$ cat config.mk
export PLATFORM = sky130hd
export DESIGN_NAME = swipe_gesture_detector_top
export DESIGN_NICKNAME = d
export VERILOG_FILES = /design/src/rtl/sgd_pkg.sv /design/src/rtl/sgd_core.sv /design/src/rtl/swipe_gesture_detector_top.sv
export SDC_FILE = /design/constraint.sdc
export NUM_CORES = 1
export LEC_CHECK = 0
export BUFFER_PORTS_ARGS = -buffer_cell sky130_fd_sc_hd__buf_2
export CORE_ASPECT_RATIO = 0.8
export CORE_MARGIN = 5
export CORE_UTILIZATION = 25
export CTS_BUF_LIST = sky130_fd_sc_hd__clkbuf_16
export CTS_CLUSTER_SIZE = 28
export DETAILED_ROUTE_END_ITERATION = 8
export PLACE_DENSITY_LB_ADDON = 0.2
export REMOVE_ABC_BUFFERS = 1
export SKIP_CTS_REPAIR_TIMING = 1
export SLEW_MARGIN = 15
export SYNTH_ARGS = -nofsm -noshare
export SYNTH_HDL_FRONTEND = slang
export SYNTH_SLANG_ARGS = --single-unit
$ cat constraint.sdc
create_clock -name clk -period 10.6 [get_ports clk]
set_input_delay 0.53 -clock clk [delete_from_list [all_inputs] [get_ports clk]]
set_output_delay 0.53 -clock clk [all_outputs]
set_load 0.05 [all_outputs]
$ cat src/rtl/sgd_pkg.sv
// ----------------------------------------------------------------------------
// sgd_pkg
// Shared types, codes and reset values of the swipe gesture detector.
// ----------------------------------------------------------------------------
package sgd_pkg;

  localparam int unsigned COORD_W  = 16;
  localparam int unsigned DELTA_W  = COORD_W + 1;
  localparam int unsigned MAG_W    = 16;
  localparam int unsigned ACC_W    = 18;
  localparam int unsigned MS_W     = 16;
  localparam int unsigned CNT_W    = 4;
  localparam int unsigned CFG_IDX_W  = 2;
  localparam int unsigned CFG_DATA_W = 16;

  localparam logic [ACC_W-1:0] ACC_MAX = '1;
  localparam logic [MS_W-1:0]  MS_MAX  = '1;

  localparam logic [14:0] MIN_STEP_RST  = 15'd287;
  localparam logic [15:0] THRESHOLD_RST = 16'd1229;
  localparam logic [15:0] COOLDOWN_RST  = 16'd700;

  localparam logic [CNT_W-1:0] ONE_POINT = 4'd1;

  typedef enum logic {
    REQ_FRAME = 1'b0,
    REQ_TICK  = 1'b1
  } req_t;

  typedef enum logic [CFG_IDX_W-1:0] {
    CFG_MIN_STEP  = 2'd0,
    CFG_THRESHOLD = 2'd1,
    CFG_COOLDOWN  = 2'd2,
    CFG_UNUSED    = 2'd3
  } cfg_idx_t;

  typedef enum logic [1:0] {
    DIR_LEFT  = 2'd0,
    DIR_RIGHT = 2'd1,
    DIR_DOWN  = 2'd2,
    DIR_UP    = 2'd3
  } dir_t;

  typedef struct packed {
    req_t               req_type;
    logic [CNT_W-1:0]   point_count;
    logic [COORD_W-1:0] point_x;
    logic [COORD_W-1:0] point_y;
  } item_t;

  typedef struct packed {
    logic fire;
    dir_t dir;
  } result_t;

endpackage

$ cat src/rtl/sgd_core.sv
// ----------------------------------------------------------------------------
// sgd_core
// Configuration registers, tracking state and the per-item update.
// ----------------------------------------------------------------------------
module sgd_core (
  input  logic                                clk,
  input  logic                                rst_n,
  input  logic                                cfg_wr,
  input  logic [sgd_pkg::CFG_IDX_W-1:0]       cfg_idx,
  input  logic [sgd_pkg::CFG_DATA_W-1:0]      cfg_wdata,
  input  logic                                item_go,
  input  sgd_pkg::item_t                      item,
  output sgd_pkg::result_t                    res
);
  import sgd_pkg::*;

  logic [14:0]        min_step_r;
  logic [15:0]        threshold_r;
  logic [MS_W-1:0]    cooldown_r;

  logic [COORD_W-1:0] prev_x_r, prev_x_nxt;
  logic [COORD_W-1:0] prev_y_r, prev_y_nxt;
  logic               broken_r, broken_nxt;
  logic               started_r, started_nxt;
  logic [MS_W-1:0]    elapsed_r, elapsed_nxt;
  logic [ACC_W-1:0]   acc_r   [4];
  logic [ACC_W-1:0]   acc_nxt [4];

  logic signed [DELTA_W-1:0] dx, dy;
  logic [DELTA_W-1:0]        dx_abs, dy_abs;
  logic [MAG_W-1:0]          ax, ay, mag;
  logic                      step_ok;
  dir_t                      dir;
  logic [ACC_W-1:0]          acc_sel;
  logic [ACC_W:0]            sum;
  logic [ACC_W-1:0]          acc_sat;
  logic                      fire;

  // Motion datapath
  always_comb begin
    dx = $signed({item.point_x[COORD_W-1], item.point_x})
       - $signed({prev_x_r[COORD_W-1], prev_x_r});
    dy = $signed({item.point_y[COORD_W-1], item.point_y})
       - $signed({prev_y_r[COORD_W-1], prev_y_r});
    dx_abs = dx[DELTA_W-1] ? DELTA_W'(-dx) : DELTA_W'(dx);
    dy_abs = dy[DELTA_W-1] ? DELTA_W'(-dy) : DELTA_W'(dy);
    ax = dx_abs[MAG_W-1:0];
    ay = dy_abs[MAG_W-1:0];
    if (ax > ay) begin
      mag = ax;
      dir = dx[DELTA_W-1] ? DIR_RIGHT : DIR_LEFT;
    end else begin
      mag = ay;
      dir = dy[DELTA_W-1] ? DIR_UP : DIR_DOWN;
    end
    step_ok = (mag > {1'b0, min_step_r});
    acc_sel = acc_r[dir];
    sum     = {1'b0, acc_sel} + {{(ACC_W+1-MAG_W){1'b0}}, mag};
    acc_sat = sum[ACC_W] ? ACC_MAX : sum[ACC_W-1:0];
    fire    = (acc_sat >= {{(ACC_W-16){1'b0}}, threshold_r});
  end

  // State update
  always_comb begin
    prev_x_nxt  = prev_x_r;
    prev_y_nxt  = prev_y_r;
    broken_nxt  = broken_r;
    started_nxt = started_r;
    elapsed_nxt = elapsed_r;
    acc_nxt     = acc_r;
    res.fire    = 1'b0;
    res.dir     = dir;
    if (item_go) begin
      if (item.req_type == REQ_TICK) begin
        if (started_r && elapsed_r != MS_MAX) begin
          elapsed_nxt = elapsed_r + 1'b1;
        end
      end else begin
        if (!started_r) begin
          started_nxt = 1'b1;
          elapsed_nxt = '0;
        end
        if (item.point_count != ONE_POINT) begin
          broken_nxt = 1'b1;
        end else begin
          prev_x_nxt = item.point_x;
          prev_y_nxt = item.point_y;
          if (broken_r) begin
            broken_nxt = 1'b0;
          end else if (elapsed_r >= cooldown_r && step_ok) begin
            for (int i = 0; i < 4; i++) begin
              acc_nxt[i] = '0;
            end
            if (fire) begin
              res.fire    = 1'b1;
              elapsed_nxt = '0;
            end else begin
              acc_nxt[dir] = acc_sat;
            end
          end
        end
      end
    end
  end

  always_ff @(posedge clk) begin
    if (!rst_n) begin
      min_step_r  <= MIN_STEP_RST;
      threshold_r <= THRESHOLD_RST;
      cooldown_r  <= COOLDOWN_RST;
      prev_x_r    <= '0;
      prev_y_r    <= '0;
      broken_r    <= 1'b1;
      started_r   <= 1'b0;
      elapsed_r   <= '0;
      for (int i = 0; i < 4; i++) begin
        acc_r[i] <= '0;
      end
    end else begin
      prev_x_r  <= prev_x_nxt;
      prev_y_r  <= prev_y_nxt;
      broken_r  <= broken_nxt;
      started_r <= started_nxt;
      elapsed_r <= elapsed_nxt;
      acc_r     <= acc_nxt;
      if (cfg_wr) begin
        unique case (cfg_idx_t'(cfg_idx))
          CFG_MIN_STEP:  min_step_r  <= cfg_wdata[14:0];
          CFG_THRESHOLD: threshold_r <= cfg_wdata;
          CFG_COOLDOWN:  cooldown_r  <= cfg_wdata;
          default: ;
        endcase
      end
    end
  end

endmodule

$ cat src/rtl/swipe_gesture_detector_top.sv
// ----------------------------------------------------------------------------
// swipe_gesture_detector_top
// Swipe detector for one tracked point: input register, update, result reg.
// ----------------------------------------------------------------------------
// Usage:
//   in_*   carries frames (req_type 0: point count and one Q3.12 point) and
//          millisecond ticks (req_type 1). A transfer happens when in_valid
//          and in_ready are both high.
//   out_*  carries one swipe direction per detected swipe; most items make
//          no result at all.
//   cfg_*  writes min_step (0), swipe_threshold (1) and cooldown_ms (2);
//          cfg_ready is always high. Write only while the block is idle.
// Flow: the input transfer loads the input register, the update runs from
//   there, and a swipe is loaded into the result register once that register
//   can take a value, which raises out_valid.
// Throughput: one item per cycle while no result is stalled; the update is a
//   single pass of a 17-bit subtract, 18-bit saturating add and a few compares.
// Reset (rst_n low, synchronous): both stages empty, accumulators and the
//   ms counter cleared, the motion chain marked broken, registers to their
//   defaults. A stalled receiver holds the result; the input register then
//   holds one more item and in_ready drops until out_ready returns.
// ----------------------------------------------------------------------------
module swipe_gesture_detector_top (
  input  logic                              clk,
  input  logic                              rst_n,
  input  logic                              in_valid,
  output logic                              in_ready,
  input  logic                              in_req_type,
  input  logic [3:0]                        in_point_count,
  input  logic signed [15:0]                in_point_x,
  input  logic signed [15:0]                in_point_y,
  output logic                              out_valid,
  input  logic                              out_ready,
  output logic [1:0]                        out_swipe_dir,
  input  logic                              cfg_valid,
  output logic                              cfg_ready,
  input  logic [sgd_pkg::CFG_IDX_W-1:0]     cfg_index,
  input  logic [sgd_pkg::CFG_DATA_W-1:0]    cfg_data
);
  import sgd_pkg::*;

  logic    s1_valid_r, s1_valid_nxt;
  item_t   s1_item_r;
  logic    s1_go;
  logic    out_valid_r, out_valid_nxt;
  logic [1:0] out_dir_r;
  result_t res;

  // Advance the input register whenever the result register can take a value
  assign s1_go    = s1_valid_r && (!out_valid_r || out_ready);
  assign in_ready = !s1_valid_r || s1_go;
  assign cfg_ready = 1'b1;

  always_comb begin
    s1_valid_nxt = s1_valid_r;
    if (s1_go) begin
      s1_valid_nxt = 1'b0;
    end
    if (in_valid && in_ready) begin
      s1_valid_nxt = 1'b1;
    end
  end

  always_comb begin
    out_valid_nxt = out_valid_r;
    if (out_ready) begin
      out_valid_nxt = 1'b0;  // drop a taken result
    end
    if (s1_go && res.fire) begin
      out_valid_nxt = 1'b1;
    end
  end

  sgd_core u_core (
    .clk       (clk),
    .rst_n     (rst_n),
    .cfg_wr    (cfg_valid && cfg_ready),
    .cfg_idx   (cfg_index),
    .cfg_wdata (cfg_data),
    .item_go   (s1_go),
    .item      (s1_item_r),
    .res       (res)
  );

  always_ff @(posedge clk) begin
    if (!rst_n) begin
      s1_valid_r  <= 1'b0;
      out_valid_r <= 1'b0;
    end else begin
      s1_valid_r  <= s1_valid_nxt;
      out_valid_r <= out_valid_nxt;
    end
  end

  // Payload registers: capture on transfer, hold otherwise
  always_ff @(posedge clk) begin
    if (in_valid && in_ready) begin
      s1_item_r.req_type    <= req_t'(in_req_type);
      s1_item_r.point_count <= in_point_count;
      s1_item_r.point_x     <= in_point_x;
      s1_item_r.point_y     <= in_point_y;
    end
    if (s1_go && res.fire) begin
      out_dir_r <= res.dir;
    end
  end

  assign out_valid     = out_valid_r;
  assign out_swipe_dir = out_dir_r;

  // Input stalls only when both stages are full and the receiver stalls
  a_stall_cause: assert property (@(posedge clk) disable iff (!rst_n)
    !in_ready |-> (s1_valid_r && out_valid_r && !out_ready))
    else $error("in_ready low without a full, stalled pipeline");

  // A new result always comes from an item in the input register
  a_result_src: assert property (@(posedge clk) disable iff (!rst_n)
    $rose(out_valid_r) |-> $past(s1_valid_r))
    else $error("result appeared without an item");

  // A taken result with nothing behind it leaves the output empty
  a_drain: assert property (@(posedge clk) disable iff (!rst_n)
    (out_valid_r && out_ready && !s1_valid_r) |=> !out_valid_r)
    else $error("result repeated after transfer");

endmodule
Word-level counts from Yosys, hierarchy flattened:

Cells that the tools add are included.

* bits in registers: 210
* input port bits: 60

* add/subtract/negate cells: 6
* $lt $le $gt $ge: 6
* equality and inequality tests: 5
* multiplexer cells: 31
* bitwise logic cells: 5
* reductions and logical operators: 20

Operators with widths (count)
* 2-to-1 mux 16 bit: 10
* AND 72 bit: 1
* 2-to-1 mux 18 bit: 4
* 2-to-1 mux 72 bit: 1
* binary-select mux 18 bit (select 2 bit): 1
* demux 18 bit (select 2 bit): 1
* subtractor 16 x 16 -> 17 bit: 2
* negator 16 bit: 2
* adder 18 x 16 -> 19 bit: 1
* >= comparator 18 x 16 -> 1 bit: 1
* adder 16 x 1 -> 16 bit, second input constant: 1
* >= comparator 16 bit: 1
* greater-than comparator 16 x 15 -> 1 bit: 1
* greater-than comparator 16 bit: 1
* inequality test 16 bit, second input constant: 1
* 2-to-1 mux 1 bit: 13
* AND reduction 2 bit: 5
* logical AND 1 bit: 6
* AND reduction 5 bit: 1
* inequality test 4 x 1 -> 1 bit, second input constant: 1
* nonzero test 2 bit: 2
* >= comparator 3 bit, second input constant: 1
* less-than comparator 3 x 1 -> 1 bit, second input constant: 1
* inverter 1 bit: 3
* 9 further kinds: 11

Logic depth before layout (Yosys ltp):

* depth in word-level cells: 20
* mapped depth: 45
* gate-level depth less buffers: 43

Hierarchy:

Synthesis repeated with hierarchy kept, for this count alone.

* cell total of the unflattened synthesis: 1624
* area total of the unflattened synthesis: 13227.7 um2

By module, submodules not included
* sgd_core: instances 1, cells an instance 1570, area an instance 11932.7 um2, sequential area each 3383.2 um2
* swipe_gesture_detector_top: instances 1, cells an instance 54, area an instance 1295.0 um2, sequential area each 1211.2 um2

Worst setup path after synthesis:

Ideal clock, no wire load.

* path type: reg-to-reg
* from: register s1_item_r[16] (netlist name)
* to: register u_core.acc_r[51] (netlist name)
* library setup time: 0.072 ns
* arrival time: 9.092 ns
* required time: 10.528 ns
* slack: 1.437 ns
* cell stages (with the launch flop): 43
* path buffers: 4
* clock period less this slack: 9.163 ns
* path through: edfxtp_1 -> inv_1 -> ha_1 -> fa_1 -> nand2b_1 -> a21bo_4 -> and4_1 -> a311oi_2 -> nand4_2 -> nor3_4 -> a41oi_4 -> xor2_1 -> ha_1 -> nand4_1 -> or3_1 -> inv_1 -> a21o_1 -> clkbuf_1 -> (+7 left out) -> o31a_1 -> o41ai_1 -> a2111oi_2 -> clkbuf_1 -> nor2_1 -> inv_1 -> ha_1 -> a21o_1 -> a21o_1 -> a21oi_1 -> o211ai_1 -> o21bai_1 -> a31oi_1 -> o21ai_0 -> nor2_2 -> nand4_1 -> buf_1 -> o2bb2ai_1

* word-level cells in the longest chain between the ends: 13
* elaborated cells on any way between the ends: 24
* classes of those cells: add/sub: 3; order compare: 5; mux: 11; bitwise: 2; reduce/logical: 3

RTL lines
* start, declared: line swipe_gesture_detector_top.sv:43 `item_t s1_item_r;`
* subtractor 16 x 16 -> 17 bit (*): line sgd_core.sv:42 `- $signed({prev_x_r[COORD_W-1], prev_x_r});`
* negator 16 bit: line sgd_core.sv:45 `dx_abs = dx[DELTA_W-1] ? DELTA_W'(-dx) : DELTA_W'(dx);`
* 2-to-1 mux 16 bit: line sgd_core.sv:45
* greater-than comparator 16 bit: line sgd_core.sv:49 `if (ax > ay) begin`
* 2-to-1 mux 2 bit: line sgd_core.sv:49
* inverter 2 -> 3 bit (implied by the code): line sgd_core.sv:57, sgd_core.sv:98
* binary-select mux 18 bit (select 2 bit): line sgd_core.sv:57 `acc_sel = acc_r[dir];`
* 2-to-1 mux 18 bit (implied by the code) (2 in series): line sgd_core.sv:57
* adder 18 x 16 -> 19 bit: line sgd_core.sv:58 `sum = {1'b0, acc_sel} + {{(ACC_W+1-MAG_W){1'b0}}, mag};`
* 2-to-1 mux 18 bit: line sgd_core.sv:59 `acc_sat = sum[ACC_W] ? ACC_MAX : sum[ACC_W-1:0];`
* >= comparator 18 x 16 -> 1 bit or AND 72 bit (tied branches)
* 2-to-1 mux 72 bit: line sgd_core.sv:94 `if (fire) begin`
* end signal, assigned: line sgd_core.sv:125 `acc_r <= acc_nxt;`
* end, declared: line sgd_core.sv:26 `logic [ACC_W-1:0] acc_r [4];`

Mark *: on every way between the ends. The rest lies on a longest branch, timed or not. The select of a mux whose other input is x is not followed.
A chain may end at the register's enable or synchronous reset.

Final worst setup path:

* from: register s1_item_r[16] (netlist name)
* to: register out_dir_r[0], in the netlist out_swipe_dir[0], enable pin

* word-level cells in the longest chain between the ends: 19
* elaborated cells on any way between the ends: 23
* classes of those cells: add/sub: 3; order compare: 3; mux: 14; bitwise: 1; reduce/logical: 2

RTL lines
* subtractor 16 x 16 -> 17 bit (*): line sgd_core.sv:42
* negator 16 bit: line sgd_core.sv:45
* 2-to-1 mux 16 bit: line sgd_core.sv:45
* greater-than comparator 16 bit: line sgd_core.sv:49
* 2-to-1 mux 2 bit: line sgd_core.sv:49
* inverter 2 -> 3 bit (implied by the code): line sgd_core.sv:57
* binary-select mux 18 bit (select 2 bit): line sgd_core.sv:57
* 2-to-1 mux 18 bit (implied by the code) (2 in series): line sgd_core.sv:57
* (+2 left out)
* >= comparator 18 x 16 -> 1 bit: line sgd_core.sv:60 `fire = (acc_sat >= {{(ACC_W-16){1'b0}}, threshold_r});`
* 2-to-1 mux 1 bit: line sgd_core.sv:94
* 2-to-1 mux 1 bit (*): line sgd_core.sv:90 `end else if (elapsed_r >= cooldown_r && step_ok) begin`
* 2-to-1 mux 1 bit (*): line sgd_core.sv:88 `if (broken_r) begin`
* 2-to-1 mux 1 bit (*): line sgd_core.sv:83 `if (item.point_count != ONE_POINT) begin`
* 2-to-1 mux 1 bit (*): line sgd_core.sv:74 `if (item.req_type == REQ_TICK) begin`
* 2-to-1 mux 1 bit (*): line sgd_core.sv:73 `if (item_go) begin`
* logical AND 1 bit (*): line swipe_gesture_detector_top.sv:103 `if (s1_go && res.fire) begin`
* end signal, assigned: line swipe_gesture_detector_top.sv:104 `out_dir_r <= res.dir;`
* end, declared: line swipe_gesture_detector_top.sv:46 `logic [1:0] out_dir_r;`

Marks and branches as above.

==> metrics.md <==
| Metric | Value |
|---|---|
| Io pins | `65` |
| Hold WC Path Type | `primary input to register` |
| Final Cell Area | `0.01495 sq mm` |
| Worst setup EP type | `register` |
| Worst-Skew Late Latency | `0.56 ns` |
| Global-route wire length before repair | `58080 microns` |
| Peak per-stage delay on the critical path | `0.52 ns` |
| Die Y | `214.3 microns` |
| Global route overflow | `0` |
| Xor/xnor share of the synthesized area | `3.751%` |
| Pwr/cell area | `258.8 mW/mm^2` |
| GP Congestion | `0.8507` |
| WHS Endpoint | `s1_item_r[4]` |
| Warnings, synthesis | `0` |
| Final Hold Fails | `0` |
| Vias | `11100` |
| Hold path depth | `1` |
| Predominant post-synthesis flop cell | `dfxtp_1` |
| CTS HTree Levels | `1` |
| Synth Area in Simple Gates | `18.46%` |
| Worst Path Class, Setup | `register to register` |
| Clock root cell | `clkbuf_16` |
| TritonCTS clock tree | `yes` |
| Post-route ant nets | `0` |
| Worst flop-to-flop path endpoint | `out_swipe_dir[0]` |
| Gate Count Post-Synth | `1557` |
| Leak | `5.631 nW` |
| Netlist cell types | `87` |
| Worst setup margin | `0.7147 ns` |
| Syn Area/Cell | `8.376 sq um` |
| Tmin final | `9.885 ns` |
| Sequential area share after synthesis | `35.23%` |
| Max Slew Vio Count | `0` |
| CP required | `10.78 ns` |
| Synth Area in Compound Gates | `24.05%` |
| Row count | `74` |
| Final WL | `36540 microns` |
| Nets | `1792` |
| Global-route usage over all layers | `12.32%` |
| Vias per cell | `4.789` |
| Area share of the largest cell type after synthesis | `26.25%` |
| Area leader, netlist | `dfxtp_1` |
| Pwr Total | `3.869 mW` |
| Count leader, synth | `nand2_1` |
| Post-DP HPWL | `27870 microns` |
| Area post-placement | `0.01415 sq mm` |
| Post-synth EDFFs | `39` |
| Hold wc startpoint | `in_point_y[4]` |
| Setup-failing EPs final | `0` |
| Core Area | `0.05129 sq mm` |
| CTS buffer count | `25` |
| TritonCTS Sinks | `210` |
| Drt pass-1 iters | `5` |
| Wire per inst | `15.76 microns` |
| Register bit count reported by yosys | `210` |
| Fin cells | `2318` |
| Fmax | `101.2 MHz` |
| Area growth from synthesis to layout | `14.65%` |
| N_diodes | `0` |
| Register-to-register setup slack | `0.71 ns` |
| Clock-pin slew on the worst setup and hold paths | `0.06 ns` |
| Worst setup path start | `s1_item_r[16]` |
| Worst EP arrival | `10.07 ns` |
| Crit-path slowest cell | `nor4_1` |
| Max-Cap Viols | `0` |
| Worst vdd ir | `0.0001625 V` |
| Reg2Reg Launch Point | `s1_item_r[16]` |
| Crit-path max FO | `22` |
| DRT iter0 DRCs | `713` |
| Die area | `0.05686 sq mm` |
| Share of layout cells above drive strength 1 | `11.44%` |
| Pin count of the biggest net entering global routing | `73` |
| Post-synthesis mux area share | `0.7579%` |
| Adder-cell area share of the yosys netlist | `11.40%` |
| CP most frequent cell | `ha_1` |
| Pre-CTS setup slack | `0.5516 ns` |
| PortBufs | `63` |
| Worst-margin pin slew | `1.028 ns` |
| # DRC | `0` |
| Worst slew margin | `31.45%` |
| RSZ-0062 raised after global routing | `no` |
| Top cells by count, synth | `274 x nand2_1, 171 x dfxtp_1, 131 x a21oi_1` |
| Placed Cells | `2271` |
| Starting Density | `25.42%` |
| Synth Cell Area | `0.01304 sq mm` |
| Initial antenna violation count | `0` |
| Fin util | `29.15%` |
| Max Clock Skew | `0.01892 ns` |
| Period utilisation layout | `93.26%` |
| Fraction of registers with async set/reset | `0%` |
| Die X | `265.4 microns` |
| Outcome | `finished clean` |
| Clock tree buffer depth | `3` |
| Vias in the first global route | `10430` |
| Worst Setup Start Kind | `register` |
| Largest family of logic cells by synthesized area | `compound AO/OA/AOI/OAI gates` |
| R2R cell count | `41` |
| Top post-synthesis cells by area | `dfxtp_1 26%, ha_1 11%, edfxtp_1 9.0%, nand2_1 7.9%, a21oi_1 5.0%` |
[power breakdown]
part / leakage, nW / total [mW] / switching [mW] / internal, mW
logic: 3.47 / 2.22 / 1.37 / 0.843
clock network: 0.393 / 0.804 / 0.353 / 0.451
registers: 1.76 / 0.847 / 0.0113 / 0.836
total: 5.63 / 3.87 / 1.74 / 2.13
[stage by stage]
step / hold slack, ns / TNS, ns
finish: 0.1487 / 0
global route: 0.1232 / 0
CTS: 0.1055 / 0
detailed placement: 0.4377 / 0
global placement: 0.4391 / 0
floorplan: 0.4214 / -3.512
[flip-flops by register name, indices dropped and copies added, names as in the netlist, 2 cells and up]
register	flops
out_swipe_dir	2
s1_item_r	37
u_core.acc_r	72
u_core.cooldown_r	16
u_core.elapsed_r	16
u_core.min_step_r	15
u_core.prev_x_r	16
u_core.prev_y_r	16
u_core.threshold_r	16
[worst max-delay path, delay by kind of cell, from the launching register on]
| family | cells | cell delay (ns) |
|---|---|---|
| adders and majority gates | 6 | 1.93 |
| xor gates and xnor gates | 1 | 0.25 |
| muxes | 1 | 0.18 |
| DFF | 1 | 0.34 |
| buffers and inverters | 6 | 0.76 |
| AOI/OAI and AO/OA | 16 | 3.67 |
| and+or+nand+nor | 11 | 2.40 |
[area by class of cell]
type / instances / area [sq um]
clock buffers: 25 / 625.6
inverters: 126 / 473.0
clock inverters: 21 / 123.9
multi-input cells: 1152 / 7686
well taps: 684 / 855.8
repair buffers: 100 / 593.1
fillers: 5513 / 36340
flip-flops and latches: 210 / 4594
[layout by cell type, fill, tap and decap left out, drive strengths merged, types with 13 or more instances in the layout]
cell type	instances
a21oi	133
o21a	13
nand4	19
edfxtp	39
a21o	26
nor3	22
nand2b	13
and3	22
inv	133
o211ai	27
and2	14
o2bb2ai	64
clkbuf	25
nor2	83
a41oi	13
o21ai	61
buf	100
xnor2	37
dfxtp	171
nand2	274
nand3	26
a31oi	32
ha	114
xor2	18
[logic make-up (layout without fill, tap and decap cells)]
logic type               count (synthesis)  count (layout)
flip-flops                             210             210
other                                    1               1
XOR/XNOR                                55              55
adder cells (fa/ha/maj)                117             117
AND/OR/NAND/NOR                        527             527
buffers and inverters                  195             272
multiplexers                             8               8
AO/OA/AOI/OAI                          444             444
[per-layer routing]
layer	part of all wire, %	vias to the layer above	GRT usage, %
met5	0	-	0
met2	41	236	18.03
met1	52	5162	18.94
li1	-	5658	-
met3	5.5	45	2.203
met4	1.9	0	2.293
[worst max-delay path by stage]
stage	to	slack [ns]	depth (start not counted)
after floorplan	u_core.acc_r[18]	-0.07	40
after global placement	u_core.elapsed_r[1]	0.79	42
after detailed placement	u_core.elapsed_r[2]	0.55	42
after CTS	u_core.elapsed_r[2]	0.47	42
after global routing	u_core.elapsed_r[1]	0.02	45
final	out_swipe_dir[0]	0.71	41
No activity file was read; power rests on OpenSTA's default activity.
